[config.mk]
export PLATFORM = sky130hd
export DESIGN_NAME = audio_input_gain_peak_conditioner_flat
export DESIGN_NICKNAME = d
export VERILOG_FILES = /design/src/rtl/agpc_pkg.sv /design/src/rtl/agpc_in_if.sv /design/src/rtl/agpc_out_if.sv /design/src/rtl/agpc_mac.sv /design/src/rtl/agpc_ctrl.sv /design/src/rtl/audio_input_gain_peak_conditioner.sv /design/src/flat_wrapper.sv
export SDC_FILE = /design/constraint.sdc
export NUM_CORES = 1
export LEC_CHECK = 0
export ABC_AREA = 1
export ABC_CLOCK_PERIOD_IN_PS = 18100
export BUFFER_PORTS_ARGS = -buffer_cell sky130_fd_sc_hd__buf_2
export CAP_MARGIN = 0
export CORE_AREA = 2 2 231 233
export CTS_BUF_LIST = sky130_fd_sc_hd__clkbuf_8
export DETAILED_ROUTE_END_ITERATION = 10
export DIE_AREA = 0 0 233 235
export MAX_ROUTING_LAYER = met4
export PLACE_DENSITY = 0.53
export SLEW_MARGIN = 40
export SYNTH_ARGS = -nofsm -noshare
export SYNTH_HDL_FRONTEND = slang
export SYNTH_SLANG_ARGS = --single-unit
[constraint.sdc]
create_clock -name clk_i -period 18.1 [get_ports clk_i]
set_input_delay 1.81 -clock clk_i [delete_from_list [all_inputs] [get_ports clk_i]]
set_output_delay 1.81 -clock clk_i [all_outputs]
set_load 0.1 [all_outputs]
[src/rtl/agpc_pkg.sv]
// shared types and constants for the audio input gain and peak conditioner
package agpc_pkg;

  localparam int unsigned SampleW = 16;
  localparam int unsigned DemodW  = 12;
  localparam int unsigned OpW     = 18;
  localparam int unsigned ProdW   = 2 * OpW;

  localparam logic [SampleW-1:0] DiscardReset = 16'd8000;
  localparam logic signed [OpW-1:0] KnobCoef  = 18'sd4095;
  localparam logic signed [OpW-1:0] PeakCoef  = 18'sd32767;
  localparam logic signed [OpW-1:0] MidScale  = 18'sd32768;
  localparam logic [10:0] GainBase            = 11'd128;
  localparam logic [DemodW-1:0] DemodOffset   = 12'd2048;
  localparam logic [SampleW-1:0] EchoBase     = 16'd32767;

  typedef enum logic [2:0] {
    ST_IDLE,
    ST_KNOB,
    ST_GAIN,
    ST_SAMP,
    ST_PEAK,
    ST_DONE
  } agpc_state_e;

  typedef struct packed {
    agpc_state_e state;
    logic        in_ready;
    logic        mac_en;
    logic        finish;
  } agpc_ctrl_t;

endpackage

[src/rtl/agpc_in_if.sv]
// request channel carrying one converter sample and one knob reading
interface agpc_in_if;
  logic        valid;
  logic        ready;
  logic [15:0] raw_sample;
  logic [15:0] knob_level;

  modport source (output valid, output raw_sample, output knob_level, input ready);
  modport sink   (input valid, input raw_sample, input knob_level, output ready);
endinterface

[src/rtl/agpc_out_if.sv]
// result channel carrying echo, demodulator sample and peak
interface agpc_out_if;
  logic        valid;
  logic        ready;
  logic [15:0] echo_sample;
  logic [11:0] demod_sample;
  logic        demod_valid;
  logic [15:0] peak_level;

  modport source (output valid, output echo_sample, output demod_sample,
                  output demod_valid, output peak_level, input ready);
  modport sink   (input valid, input echo_sample, input demod_sample,
                  input demod_valid, input peak_level, output ready);
endinterface

[src/rtl/agpc_mac.sv]
// shared signed multiply-add unit with registered result
module agpc_mac (
  input  logic                                  clk_i,
  input  logic                                  en_i,
  input  logic signed [agpc_pkg::OpW-1:0]       a_i,
  input  logic signed [agpc_pkg::OpW-1:0]       b_i,
  input  logic signed [agpc_pkg::OpW-1:0]       c_i,
  output logic signed [agpc_pkg::ProdW-1:0]     p_o
);

  logic signed [agpc_pkg::ProdW-1:0] p_d;
  logic signed [agpc_pkg::ProdW-1:0] p_q;

  assign p_d = (agpc_pkg::ProdW)'(a_i * b_i)
             + {{(agpc_pkg::ProdW - agpc_pkg::OpW){c_i[agpc_pkg::OpW-1]}}, c_i};

  always_ff @(posedge clk_i) begin
    if (en_i) begin
      p_q <= p_d;
    end
  end

  assign p_o = p_q;

endmodule

[src/rtl/agpc_ctrl.sv]
// sequencer stepping the shared multiply-add through one request
module agpc_ctrl (
  input  logic                 clk_i,
  input  logic                 rst_ni,
  input  logic                 in_valid_i,
  input  logic                 out_free_i,
  output agpc_pkg::agpc_ctrl_t ctrl_o
);

  agpc_pkg::agpc_state_e state_q, state_d;

  always_comb begin
    state_d = state_q;
    case (state_q)
      agpc_pkg::ST_IDLE: begin
        if (in_valid_i) state_d = agpc_pkg::ST_KNOB;
      end
      agpc_pkg::ST_KNOB: state_d = agpc_pkg::ST_GAIN;
      agpc_pkg::ST_GAIN: state_d = agpc_pkg::ST_SAMP;
      agpc_pkg::ST_SAMP: state_d = agpc_pkg::ST_PEAK;
      agpc_pkg::ST_PEAK: state_d = agpc_pkg::ST_DONE;
      agpc_pkg::ST_DONE: begin
        if (out_free_i) begin
          state_d = in_valid_i ? agpc_pkg::ST_KNOB : agpc_pkg::ST_IDLE;
        end
      end
      default: state_d = agpc_pkg::ST_IDLE;
    endcase
  end

  always_comb begin
    ctrl_o.state    = state_q;
    ctrl_o.in_ready = 1'b0;
    ctrl_o.mac_en   = 1'b0;
    ctrl_o.finish   = 1'b0;
    case (state_q)
      agpc_pkg::ST_IDLE: ctrl_o.in_ready = 1'b1;
      agpc_pkg::ST_KNOB,
      agpc_pkg::ST_GAIN,
      agpc_pkg::ST_SAMP,
      agpc_pkg::ST_PEAK: ctrl_o.mac_en = 1'b1;
      agpc_pkg::ST_DONE: begin
        // retire and take the next request in the same cycle
        ctrl_o.in_ready = out_free_i;
        ctrl_o.finish   = out_free_i;
      end
      default: ;
    endcase
  end

  always_ff @(posedge clk_i or negedge rst_ni) begin
    if (!rst_ni) begin
      state_q <= agpc_pkg::ST_IDLE;
    end else begin
      state_q <= state_d;
    end
  end

endmodule

[src/rtl/audio_input_gain_peak_conditioner.sv]
// top level: knob smoothing, squared-law gain, saturation, peak tracking and echo and demodulator outputs
// Each request is one converter sample and one gain-knob reading and yields one result.
// A request makes four passes through the single 18x18 multiply-add unit
// (knob filter, gain square, sample gain, peak decay) and then a retire step that moves the
// result into the output register, where the next request is accepted as well. The
// result waits in that register until taken, so a stalled sink holds the block only
// at the retire step. Writing cfg_wdata_i with cfg_we_i also restarts the discard period; until
// that many results have gone out, demod_valid stays low.
module audio_input_gain_peak_conditioner (
  input  logic              clk_i,
  input  logic              rst_ni,
  input  logic              cfg_we_i,
  input  logic [15:0]       cfg_wdata_i,
  agpc_in_if.sink           in_i,
  agpc_out_if.source        out_o
);

  localparam int unsigned OpW   = agpc_pkg::OpW;
  localparam int unsigned ProdW = agpc_pkg::ProdW;

  agpc_pkg::agpc_ctrl_t ctrl;

  logic out_valid_q;
  logic out_free;

  logic [15:0] raw_q, knob_q;
  logic [15:0] sk_q, sk_d;
  logic [15:0] peak_q, peak_d;
  logic [15:0] discard_left_q, discard_left_d;
  logic [15:0] s_q;
  logic [15:0] rect_q;

  logic signed [OpW-1:0]   mac_a, mac_b, mac_c;
  logic signed [ProdW-1:0] mac_p;

  logic [10:0]        gain;
  logic signed [27:0] s_full;
  logic [15:0]        s_sat;
  logic [16:0]        s_neg;
  logic [15:0]        rect;
  logic               left_zero;

  logic [15:0] echo_q;
  logic [11:0] demod_q;
  logic        dvalid_q;
  logic [15:0] peak_out_q;

  assign out_free = !out_valid_q || out_o.ready;

  agpc_ctrl u_ctrl (
    .clk_i      (clk_i),
    .rst_ni     (rst_ni),
    .in_valid_i (in_i.valid),
    .out_free_i (out_free),
    .ctrl_o     (ctrl)
  );

  agpc_mac u_mac (
    .clk_i (clk_i),
    .en_i  (ctrl.mac_en),
    .a_i   (mac_a),
    .b_i   (mac_b),
    .c_i   (mac_c),
    .p_o   (mac_p)
  );

  assign in_i.ready = ctrl.in_ready;

  // results of the previous multiply-add pass
  assign sk_d   = mac_p[27:12];
  assign gain   = mac_p[31:21] + agpc_pkg::GainBase;
  assign s_full = mac_p[35:8];

  always_comb begin
    if (s_full > 28'sd32767) begin
      s_sat = 16'h7fff;
    end else if (s_full < -28'sd32768) begin
      s_sat = 16'h8000;
    end else begin
      s_sat = s_full[15:0];
    end
  end

  assign s_neg = 17'd0 - {s_sat[15], s_sat};
  assign rect  = s_sat[15] ? s_neg[15:0] : s_sat;

  always_comb begin
    mac_a = '0;
    mac_b = '0;
    mac_c = '0;
    case (ctrl.state)
      agpc_pkg::ST_KNOB: begin
        mac_a = {2'b00, sk_q};
        mac_b = agpc_pkg::KnobCoef;
        mac_c = {2'b00, knob_q};
      end
      agpc_pkg::ST_GAIN: begin
        mac_a = {2'b00, sk_d};
        mac_b = {3'b000, sk_d[15:1]};
      end
      agpc_pkg::ST_SAMP: begin
        mac_a = agpc_pkg::MidScale - {2'b00, raw_q};
        mac_b = {7'b0, gain};
      end
      agpc_pkg::ST_PEAK: begin
        mac_a = {2'b00, peak_q};
        mac_b = agpc_pkg::PeakCoef;
        mac_c = {2'b00, rect};
      end
      default: ;
    endcase
  end

  // instant attack, otherwise slow decay from the last pass
  assign peak_d    = (rect_q > peak_q) ? rect_q : mac_p[30:15];
  assign left_zero = (discard_left_q == 16'd0);

  always_comb begin
    discard_left_d = discard_left_q;
    if (cfg_we_i) begin
      discard_left_d = cfg_wdata_i;
    end else if (ctrl.finish && !left_zero) begin
      discard_left_d = discard_left_q - 16'd1;
    end
  end

  always_ff @(posedge clk_i or negedge rst_ni) begin
    if (!rst_ni) begin
      sk_q            <= '0;
      peak_q          <= '0;
      discard_left_q  <= agpc_pkg::DiscardReset;
      out_valid_q     <= 1'b0;
    end else begin
      if (ctrl.state == agpc_pkg::ST_GAIN) sk_q <= sk_d;
      if (ctrl.finish) peak_q <= peak_d;
      discard_left_q <= discard_left_d;
      if (ctrl.finish) begin
        out_valid_q <= 1'b1;
      end else if (out_o.ready) begin
        out_valid_q <= 1'b0;
      end
    end
  end

  always_ff @(posedge clk_i) begin
    if (in_i.valid && ctrl.in_ready) begin
      raw_q  <= in_i.raw_sample;
      knob_q <= in_i.knob_level;
    end
    if (ctrl.state == agpc_pkg::ST_PEAK) begin
      s_q    <= s_sat;
      rect_q <= rect;
    end
    if (ctrl.finish) begin
      echo_q     <= agpc_pkg::EchoBase - s_q;
      demod_q    <= agpc_pkg::DemodOffset + {{2{s_q[15]}}, s_q[15:6]};
      dvalid_q   <= left_zero;
      peak_out_q <= peak_d;
    end
  end

  assign out_o.valid        = out_valid_q;
  assign out_o.echo_sample  = echo_q;
  assign out_o.demod_sample = demod_q;
  assign out_o.demod_valid  = dvalid_q;
  assign out_o.peak_level   = peak_out_q;

endmodule
[src/flat_wrapper.sv]
// flat-port wrapper written by rule: the top's interface ports become plain ports
module audio_input_gain_peak_conditioner_flat 
  (clk_i, rst_ni, cfg_we_i, cfg_wdata_i, in_i_valid, in_i_raw_sample, in_i_knob_level, in_i_ready, out_o_valid, out_o_echo_sample, out_o_demod_sample, out_o_demod_valid, out_o_peak_level, out_o_ready);
  agpc_in_if in_i_i ();
  agpc_out_if out_o_i ();
  input  logic clk_i;
  input  logic rst_ni;
  input  logic cfg_we_i;
  input  logic [15:0] cfg_wdata_i;
  input wire logic [$bits(in_i_i.valid)-1:0] in_i_valid;
  input wire logic [$bits(in_i_i.raw_sample)-1:0] in_i_raw_sample;
  input wire logic [$bits(in_i_i.knob_level)-1:0] in_i_knob_level;
  output wire logic [$bits(in_i_i.ready)-1:0] in_i_ready;
  output wire logic [$bits(out_o_i.valid)-1:0] out_o_valid;
  output wire logic [$bits(out_o_i.echo_sample)-1:0] out_o_echo_sample;
  output wire logic [$bits(out_o_i.demod_sample)-1:0] out_o_demod_sample;
  output wire logic [$bits(out_o_i.demod_valid)-1:0] out_o_demod_valid;
  output wire logic [$bits(out_o_i.peak_level)-1:0] out_o_peak_level;
  input wire logic [$bits(out_o_i.ready)-1:0] out_o_ready;
  assign in_i_i.valid = in_i_valid;
  assign in_i_i.raw_sample = in_i_raw_sample;
  assign in_i_i.knob_level = in_i_knob_level;
  assign in_i_ready = in_i_i.ready;
  assign out_o_valid = out_o_i.valid;
  assign out_o_echo_sample = out_o_i.echo_sample;
  assign out_o_demod_sample = out_o_i.demod_sample;
  assign out_o_demod_valid = out_o_i.demod_valid;
  assign out_o_peak_level = out_o_i.peak_level;
  assign out_o_i.ready = out_o_ready;
  audio_input_gain_peak_conditioner u_core (.clk_i(clk_i), .rst_ni(rst_ni), .cfg_we_i(cfg_we_i), .cfg_wdata_i(cfg_wdata_i), .in_i(in_i_i), .out_o(out_o_i));
endmodule
==> results.toml, run 1 <==
[synth]
synth_area_um2 = 20800
yosysSeqAreaShare_pct = 25.7
netlist.area_leader.share_pct = 25.3
synth_edf_count = 134
synth_top_flop_cell = "edfxtp_1"
synth_top_family_by_area = "adder cells"
ys_seq_elements = 186
synth_area_leaders = "fa_1 (25%), edfxtp_1 (19%), inv_1 (9.9%), nand2_1 (9.7%), ha_1 (7.3%)"
yosysUniqueCellTypes = 59
synthMuxAreaShare_pct = 0
synth_compound_area_share_pct = 6.37
ys_warn_count = 0
synth_largest_area_cell = "fa_1"
netlist_instances = 2526
yosysMostFrequentCell = "inv_1"
synth-simple-area-share_pct = 22.5
netlist_top_cells_count = "inv_1 (548), nand2_1 (538), nor2_1 (299)"
synth_xor_area_share_pct = 1.60
syn_area_per_cell_um2 = 8.23
synthAdderAreaFrac_pct = 32.6
postSynth.asyncResetShare_pct = 28.0

[route]
via_count = 16900
vias_per_cell = 5.06
dr.pass1.iters = 5
top_layer_used = "met4"
wl_mm = 62.5
drc_errors = 0
wire_per_inst_um = 18.7
wl_met2_mm = 28.6
first_iter_violations = 1348
wl_met3_mm = 3.23
m1WireLength_mm = 29.3
antenna_left = 0

[grt]
antenna_found_initial = 1
grt_max_degree = 76
gr-total-overflow = 0
grt_pass1_vias = 17300
grt_pass1_wl_mm = 100
track_usage_pct = 24.7

[critical_path]
start_kind = "register"
end_kind = "register"
crit_top_cell = "inv_1"
cpPeakStageDelay_ns = 0.73
startpoint = "u_core.u_ctrl.state_q[0]$_DFFE_PN0P_"
worstSetupPathType = "register to register"
r2r_start = "u_core.u_ctrl.state_q[0]$_DFFE_PN0P_"
slowest_stage = "nor2_1"
arrival_ns = 9.44
worstPathMaxFanout = 16
crit_required_ns = 18.43

[clocking]
clk_pin_slew_worst_paths_ns = 0.12
htree_levels = 4
numCtsBuffers = 17
post_cts_buffers = 0
cts.sinks = 186
clockBufferDepth = 2
hold_buffers = 0
cts_root_buffer = "clkbuf_8"
cts_resized = 0
cts_tree = "built"
clkLatencyLatePin_ns = 0.56

[min_path]
min_from = "u_core.s_q[9]$_DFFE_PN_"
hold_class = "register to register"

[finish]
final_area_um2 = 22600
drive_gt1_share_pct = 11.2
nNetsFinal = 3072
area.growth.synth_to_final_pct = 8.97

[sta]
slew_headroom_pct = 43.7
whs_ns = 0.452
finalCritPeriodShare_pct = 50.3
hold_violations = 0
setup_viol = 0
finalMaxSlewViolations = 0
fin_setup_tns_ns = 0
worstMarginPinSlew_ns = 0.845
period_minus_slack_ns = 9.11
rsz0062_at_grt = "no"
fin_skew_ns = 0.0235
clock.fmax_mhz = 110

[place]
post-dp-hpwl_mm = 51.7
io_buffers = 99
placed_area_um2 = 22200
place.gp.congestion = 0.945

[floorplanning]
die_area_um2 = 54800
start_util_pct = 39.8
die_width_um = 233
coreArea_um2 = 52200
core.rowCount = 84
fp.dieH_um = 235
num_io_pins = 100

[run_status]
outcome = "finished clean"

[run]
maxCapViolations = 0
-- cells by family after synthesis --
family	after synthesis
AOI/OAI and AO/OA	227
DFF	186
and+or+nand+nor	1076
other	2
buffers and inverters	613
adders and majority gates	384
xor gates and xnor gates	38
-- routing by layer --
metal / GRT usage, % / up-vias
li1: - / 7948
met1: 34.7 / 8414
met2: 37.7 / 467
met3: 3.42 / 71
met4: 6.37 / 0
met5: - / -
-- through the flow --
step	std cells	utilization, %	setup slack [ns]
2_1_floorplan	2532	-	10.58
3_3_place_gp	3302	42.5	9.13
3_5_place_dp	3304	42.5	9.10
4_1_cts	3336	43.3	9.05
5_1_grt	3337	43.4	8.48
6_report	3337	43.4	8.99
-- worst max-delay path: cells and delay by family (launching register included) --
kind,cells,cell delay [ns]
flops,1,0.50
buf+inv,10,1.49
compound gates,2,0.43
xor+xnor,1,0.19
fa+ha+maj,8,3.63
simple gates,13,2.64
-- cell usage in the layout, fill, tap and decap left out, types with 12 or more instances in the layout --
| cell type | netlist | routed |
|---|---|---|
| fa_1 | 263 | 262 |
| nand4_1 | 12 | 12 |
| ha_1 | 121 | 121 |
| o21ai_0 | 75 | 74 |
| xor2_1 | 26 | 26 |
| a21oi_1 | 77 | 77 |
| clkbuf_8 | 0 | 17 |
| inv_2 | 18 | 19 |
| buf_2 | 10 | 100 |
| o21ai_1 | 16 | 17 |
| nor3_2 | 19 | 20 |
| nor3_1 | 21 | 19 |
| xnor2_1 | 12 | 12 |
| nor2_2 | 16 | 17 |
| dfrtp_1 | 46 | 46 |
| buf_4 | 4 | 24 |
| edfxtp_1 | 134 | 134 |
| nand3_1 | 97 | 97 |
| nor2_1 | 299 | 298 |
| nand2_1 | 538 | 538 |
| nand2_2 | 35 | 35 |
| inv_1 | 548 | 547 |
-- worst paths after layout --
kind                                                          end  slack (ns)  depth (start not counted)
max in group asynchronous            u_core.peak_q[6]$_DFFE_PN0P_       16.18                          2
hold reg to reg            u_core.out_o.demod_sample[3]$_DFFE_PP_        0.45                          0
min in group asynchronous    u_core.discard_left_q[4]$_DFFE_PN0P_        1.40                          2
setup / recovery                   u_core.u_mac.p_o[28]$_DFFE_PP_        8.99                         34
hold / removal             u_core.out_o.demod_sample[3]$_DFFE_PP_        0.45                          0
setup reg to reg                   u_core.u_mac.p_o[28]$_DFFE_PP_        8.99                         34
-- area by class of cell --
cell class                      count  area (µm²)
Timing Repair Buffer              126         707
Clock buffer                       17         234
Sequential cell                   186        5330
Tap cell                          688         861
Antenna cell                        1        2.50
Fill cell                        5332       29600
Clock inverter                     15         189
Inverter                          571        2140
Multi-Input combinational cell   1733       13200
-- sequential cells by signal (all words and copies together), names as in the netlist --
register and flops:
u_core.u_mac.p_o 28, u_core.discard_left_q 16, u_core.knob_q 16, u_core.out_o.peak_level 16
u_core.peak_q 16, u_core.raw_q 16, u_core.rect_q 16, u_core.sk_q 16
u_core.out_o.echo_sample 15, u_core.s_q 15, u_core.out_o.demod_sample 11, u_core.u_ctrl.state_q 3
u_core.out_o.demod_valid 1, u_core.out_o.valid 1
Power of run 1 is not shown: default switching activity piles up to over one toggle a cycle in this logic, so the estimate is an artifact.
==> inputs of run 2 (changes only) <==
Settings changed: ABC_CLOCK_PERIOD_IN_PS 18100 to 8500.
Clock period 18.1 ns to 8.5 ns, I/O delays scaled along.
==> run 2 against run 1 <==
  * Sequential cell count unchanged
  * Clock-buffer cell count unchanged
  * Setup slack got worse by 8.6 ns
  * Global-route usage decreased by 0.69 points
  * Final area increased by 6.3%
  * Register-to-register slack got worse by 8.6 ns
  * Clock skew decreased by 0.0038 ns
==> results.toml, run 2 (synthesis results as in run 1) <==
[run_status]
outcome = "finished clean"

[sta]
period_minus_slack_ns = 8.13
setup_viol = 0
hold_violations = 0
whs_ns = 0.236
clock.fmax_mhz = 123
slew_headroom_pct = 49.0
finalMaxSlewViolations = 0
worstMarginPinSlew_ns = 0.763
fin_skew_ns = 0.0197
finalCritPeriodShare_pct = 95.6

[critical_path]
startpoint = "u_core.raw_q[0]$_DFFE_PP_"
cp_num_cells = 39
crit_required_ns = 8.80
r2r_slack_ns = 0.37
reg2reg_depth = 39
r2r_start = "u_core.raw_q[0]$_DFFE_PP_"
arrival_ns = 8.43
crit_top_cell = "inv_1"
slowest_stage = "fa_2"
crit_path_end = "u_core.u_mac.p_o[19]$_DFFE_PP_"
regToRegEndpoint = "u_core.u_mac.p_o[19]$_DFFE_PP_"
crit_buf_inv = 10
worstSetupPathType = "register to register"
worstPathMaxFanout = 6
start_kind = "register"
cpPeakStageDelay_ns = 0.63
cpLargestDelayFamily = "adder cells"
end_kind = "register"

[grt]
grt_pass1_vias = 17500
grt.busiest_layer = "met2"
met2_usage_pct = 37.2
antenna_found_initial = 1
grt_max_degree = 77
gr-usage-met3_pct = 4.14
gr-total-overflow = 0
track_usage_pct = 24.1
grt_pass1_wl_mm = 97.7
grt_use_met1_pct = 32.8

[finish]
largest_register_ffs = 28
area.growth.synth_to_final_pct = 15.8
final_util_pct = 46.1
n_fill_cell = 5242
layout_commonest_cell = "inv_1"
nNetsFinal = 3174
mostFrequentLayoutCells = "inv_1 (538), nand2_1 (506), nor2_1 (267)"
drive_gt1_share_pct = 19.5

[route]
wl_mm = 61.3
first_iter_violations = 1340
via_count = 17200
antenna_left = 0
drc_errors = 0
wire_per_inst_um = 17.8
vias_per_cell = 5.00
dr.pass1.iters = 6

[clocking]
cts.sinks = 186
cts_root_buffer = "clkbuf_8"
clkLatencyLatePin_ns = 0.55
cts_tree = "built"
clk_pin_slew_worst_paths_ns = 0.11
numCtsBuffers = 17
hold_buffers = 0
htree_levels = 4
clockBufferDepth = 2

[place]
io_buffers = 99
place.gp.congestion = 0.957
post-dp-hpwl_mm = 51.6

[floorplanning]
num_io_pins = 100
start_util_pct = 39.8
die_area_um2 = 54800
fp.dieH_um = 235
die_width_um = 233
coreArea_um2 = 52200
core.rowCount = 84

[min_path]
hold_class = "input pin to async pin"

[run]
maxCapViolations = 0
## run 2: worst min path at each step
stage / to / cells after the start / startpoint / slack, ns
after global placement: u_core.out_o.demod_sample[1]$_DFFE_PP_ / 0 / u_core.s_q[7]$_DFFE_PN_ / 0.43
after CTS: u_core.discard_left_q[7]$_DFFE_PN0P_ / 2 / rst_ni / 0.42
after floorplan: u_core.out_o.demod_sample[0]$_DFFE_PP_ / 0 / u_core.s_q[6]$_DFFE_PN_ / 0.43
after global routing: u_core.discard_left_q[5]$_DFFE_PN0P_ / 2 / rst_ni / 0.22
final: u_core.discard_left_q[7]$_DFFE_PN0P_ / 2 / rst_ni / 0.24
after detailed placement: u_core.out_o.demod_sample[1]$_DFFE_PP_ / 0 / u_core.s_q[7]$_DFFE_PN_ / 0.44
## run 2: through the flow
stage | cells | setup TNS, ns | area (µm²) | worst slack [ns]
3_3_place_gp | 3383 | 0 | 22800 | 0.236
3_5_place_dp | 3384 | 0 | 22800 | 0.137
2_1_floorplan | 2532 | 0 | 20800 | 0.981
6_report | 3440 | 0 | 24100 | 0.371
5_1_grt | 3439 | -0.603 | 24100 | -0.0901
4_1_cts | 3416 | 0 | 23200 | 0.115
## run 2: repair_timing
action                                  4_1_cts  5_1_grt
gates resized for setup                       0      184
buffers inserted                              0       20
endpoints found under the setup margin        0       22
## run 2: area by class of cell
| cell class | instances | area (µm²) | area share, % |
|---|---|---|---|
| repair buffers | 228 | 1530 | 6.35 |
| clock buffers | 17 | 234 | 0.972 |
| clock inverters | 15 | 175 | 0.728 |
| well taps | 688 | 861 | 3.58 |
| inverters | 571 | 2160 | 8.99 |
| flip-flops and latches | 186 | 5330 | 22.2 |
| diodes | 2 | 5.00 | 0.0208 |
| multi-input cells | 1733 | 13800 | 57.2 |
## run 2: metal layers
metal	routed length (µm)	vias to the layer above
li1	-	8154
met3	4330	75
met4	1190	0
met5	0	-
met1	27100	8448
met2	28700	536
Power of run 2 is left out for the same reason.
==> inputs of run 3 (changes only) <==
Settings changed: ABC_CLOCK_PERIOD_IN_PS 8500 to 7210, CORE_AREA 2 2 231 233 to 2 2 190 285, DIE_AREA 0 0 233 235 to 0 0 192 287, PLACE_DENSITY 0.53 to 0.54.
Clock period 8.5 ns to 7.21 ns, I/O delays scaled along.
==> run 3 against run 2 <==
  * The run now fails in detailed routing (5_2_route)
  * Synthesized cell count did not move
  * Global-route usage rose by 3.2 points
  * Synthesized area unchanged
==> results.toml, run 3 <==
[clocking]
cts_root_buffer = "clkbuf_8"
cts.sinks = 186
clockBufferDepth = 2
numCtsBuffers = 17
hold_buffers = 0
htree_levels = 4

[synth]
synth_area_leaders = "fa_1 (25%), edfxtp_1 (19%), inv_1 (9.9%), nand2_1 (9.7%), ha_1 (7.3%)"
synth_largest_area_cell = "fa_1"
ys_warn_count = 0
ys_seq_elements = 186
syn_area_per_cell_um2 = 8.23
synth_area_um2 = 20800
synth_top_flop_cell = "edfxtp_1"
yosysMostFrequentCell = "inv_1"
postSynth.asyncResetShare_pct = 28.0
yosysUniqueCellTypes = 59
synth_edf_count = 134
netlist.area_leader.share_pct = 25.3
netlist_instances = 2526
netlist_top_cells_count = "inv_1 (548), nand2_1 (538), nor2_1 (299)"
yosysSeqAreaShare_pct = 25.7

[place]
dp_slack_ns = -1.23
io_buffers = 99
post-dp-hpwl_mm = 58.3
place.gp.congestion = 0.955
placed_area_um2 = 25300

[grt]
gr-total-overflow = 0
grt_max_degree = 76
track_usage_pct = 27.2
antenna_found_initial = 0
grt_pass1_vias = 20400
grt_pass1_wl_mm = 110

[sta]
grt_worst_setup_endpoint = "u_core.u_mac.p_o[29]$_DFFE_PP_/D"
endpoint_type = "sequential cell input"

[run_status]
outcome = "aborted with a tool error"
error = "[ERROR DRT-0255] Maze Route cannot find path of net clk_i in worker of routeBox ( 144900 0 ) ( 192000 48300 )."
lastStage = "detailed routing (5_2_route)"

[floorplanning]
core.rowCount = 103
start_util_pct = 39.5
num_io_pins = 100
fp.dieH_um = 287
die_width_um = 192
run 3: per-layer routing:
| layer | global-route usage, % |
|---|---|
| met4 | 13.4 |
| met1 | 27.4 |
| met5 | - |
| met2 | 52.1 |
| met3 | 2.11 |
run 3: cells by family after synthesis:
group,Yosys count,share of synthesized area (%)
flip-flops,186,25.7
AO/OA/AOI/OAI,227,6.37
XOR/XNOR,38,1.60
buffers and inverters,613,11.2
AND/OR/NAND/NOR,1076,22.5
other,2,0.0361
adder cells (fa/ha/maj),384,32.6
run 3: per-stage QoR:
step	util [%]	hold WS (ns)	TNS, ns	instances
after global routing	56.2	0.0272	-21.72	3832
after CTS	53.4	0.0102	-9.03	3782
after detailed placement	48.1	0.432	-23.95	3658
after global placement	48.1	0.429	-22.79	3658
after floorplan	-	0.425	-0.646	2532
run 3: what timing repair did:
| item | 4_1_cts | 5_1_grt |
|---|---|---|
| pin swaps | 231 | 196 |
| setup endpoints to repair | 27 | 27 |
| buffers inserted | 99 | 57 |
| gates resized for setup | 428 | 280 |
==> inputs of run 4 (changes only) <==
Settings changed: ABC_CLOCK_PERIOD_IN_PS 7210 to 9400, CORE_AREA 2 2 190 285 to 2 2 292 294, CTS_BUF_LIST sky130_fd_sc_hd__clkbuf_8 to default, DIE_AREA 0 0 192 287 to 0 0 294 296, MAX_ROUTING_LAYER met4 to default, PLACE_DENSITY 0.54 to default, PLACE_DENSITY_LB_ADDON from default to 0.15.
Clock period 7.21 ns to 9.4 ns, I/O delays scaled along.
==> run 4 against run 3 <==
  * The flow now finishes without violations
  * Global-route usage shrank 11 points
==> results.toml, run 4 (synthesis results as in run 1) <==
[route]
wl_mm = 68.0
first_iter_violations = 1050
via_count = 16700
wl_met3_mm = 2.90
top_layer_used = "met5"
drc_errors = 0
vias_per_cell = 4.44
wl_met2_mm = 31.6
dr.pass1.iters = 5
antenna_left = 0
wire_per_inst_um = 18.0
m1WireLength_mm = 31.8

[place]
dp_cells = 3734
place.gp.congestion = 0.919
io_buffers = 99
post-dp-hpwl_mm = 57.9

[clocking]
cts_tree = "built"
clockBufferDepth = 2
clk_pin_slew_worst_paths_ns = 0.08
cts_root_buffer = "clkbuf_16"
clkLatencyLatePin_ns = 0.49
numCtsBuffers = 17
htree_levels = 4
hold_buffers = 0
cts.sinks = 186

[finish]
nNetsFinal = 3103
stdcell_count = 3769
final_util_pct = 28.0
layout_commonest_cell = "inv_1"
regArea_um2 = 5330
multiInputGateArea_um2 = 13200
diodes = 0
n_fill_cell = 9056
drive_gt1_share_pct = 12.4
mostFrequentLayoutCells = "inv_1 (546), nand2_1 (537), nor2_1 (297)"
largest_register_ffs = 28
area.growth.synth_to_final_pct = 13.4

[floorplanning]
fp.dieH_um = 296
coreArea_um2 = 84200
die_width_um = 294
die_area_um2 = 87000
core.rowCount = 107
num_io_pins = 100
start_util_pct = 24.7

[critical_path]
worstSetupPathType = "register to register"
cpLargestDelayFamily = "adder cells"
cpPeakStageDelay_ns = 0.59
r2r_start = "u_core.raw_q[0]$_DFFE_PP_"
startpoint = "u_core.raw_q[0]$_DFFE_PP_"
end_kind = "register"
start_kind = "register"
crit_required_ns = 9.63
slowest_stage = "fa_2"
crit_buf_inv = 10
worstPathMaxFanout = 11
crit_top_cell = "nand2_1"
arrival_ns = 8.95

[sta]
finalCritPeriodShare_pct = 92.7
fin_setup_tns_ns = 0
period_minus_slack_ns = 8.72
finalMaxSlewViolations = 0
slew_headroom_pct = 51.6
clock.fmax_mhz = 115
hold_violations = 0
whs_ns = 0.459
fin_skew_ns = 0.0202
worstMarginPinSlew_ns = 0.722
setup_viol = 0

[min_path]
min_from = "u_core.s_q[11]$_DFFE_PN_"
hold_class = "register to register"

[grt]
grt_max_degree = 76
grt_pass1_vias = 17200
antenna_found_initial = 6
grt_pass1_wl_mm = 104
gr-total-overflow = 0
track_usage_pct = 16.0

[run]
maxCapViolations = 0

[run_status]
outcome = "finished clean"
## run 4: layout make-up
class | count | share of cell area, %
Inverter | 571 | 9.11
Clock inverter | 13 | 0.595
Tap cell | 1090 | 5.79
Clock buffer | 19 | 1.93
Multi-Input combinational cell | 1733 | 56.0
Timing Repair Buffer | 157 | 3.98
Sequential cell | 186 | 22.6
## run 4: worst register-to-register path, delay by kind of cell (launching register included)
kind                       cells  cell delay [ns]
DFF                            1             0.42
buffers and inverters         10             0.96
adders and majority gates      8             3.82
and+or+nand+nor               24             3.27
## run 4: metal layers
layer  vias up  track usage (%)
met5         -                0
met4         4             4.59
met3        71             2.38
met2       374             26.1
met1      8248             22.0
li1       8027                -
## run 4: timing repair
action | in CTS | in global routing
gates resized for setup | 0 | 5
endpoints found under the hold margin | 0 | 0
setup buffers | 0 | 3
endpoints found under the setup margin | 0 | 10
## run 4: through the flow
stage                     instance area, µm²  setup WS, ns
final                                  23600         0.682
after global routing                   23600      -0.00731
after CTS                              23500         0.257
after detailed placement               22900         0.339
after global placement                 22900         0.285
after floorplan                        20800          1.88
## run 4: path summary, 6_finish.rpt
| check | to | cells after the start | slack, ns |
|---|---|---|---|
| min reg2reg | u_core.out_o.demod_sample[5]$_DFFE_PP_ | 0 | 0.46 |
| min | u_core.out_o.demod_sample[5]$_DFFE_PP_ | 0 | 0.46 |
| max in group asynchronous | u_core.discard_left_q[11]$_DFFE_PN1P_ | 2 | 8.50 |
| max reg2reg | u_core.u_mac.p_o[35]$_DFFE_PP_ | 42 | 0.68 |
| max | u_core.u_mac.p_o[35]$_DFFE_PP_ | 42 | 0.68 |
| min in group asynchronous | u_core.discard_left_q[1]$_DFFE_PN0P_ | 2 | 0.48 |
Power of run 4 is left out for the same reason.
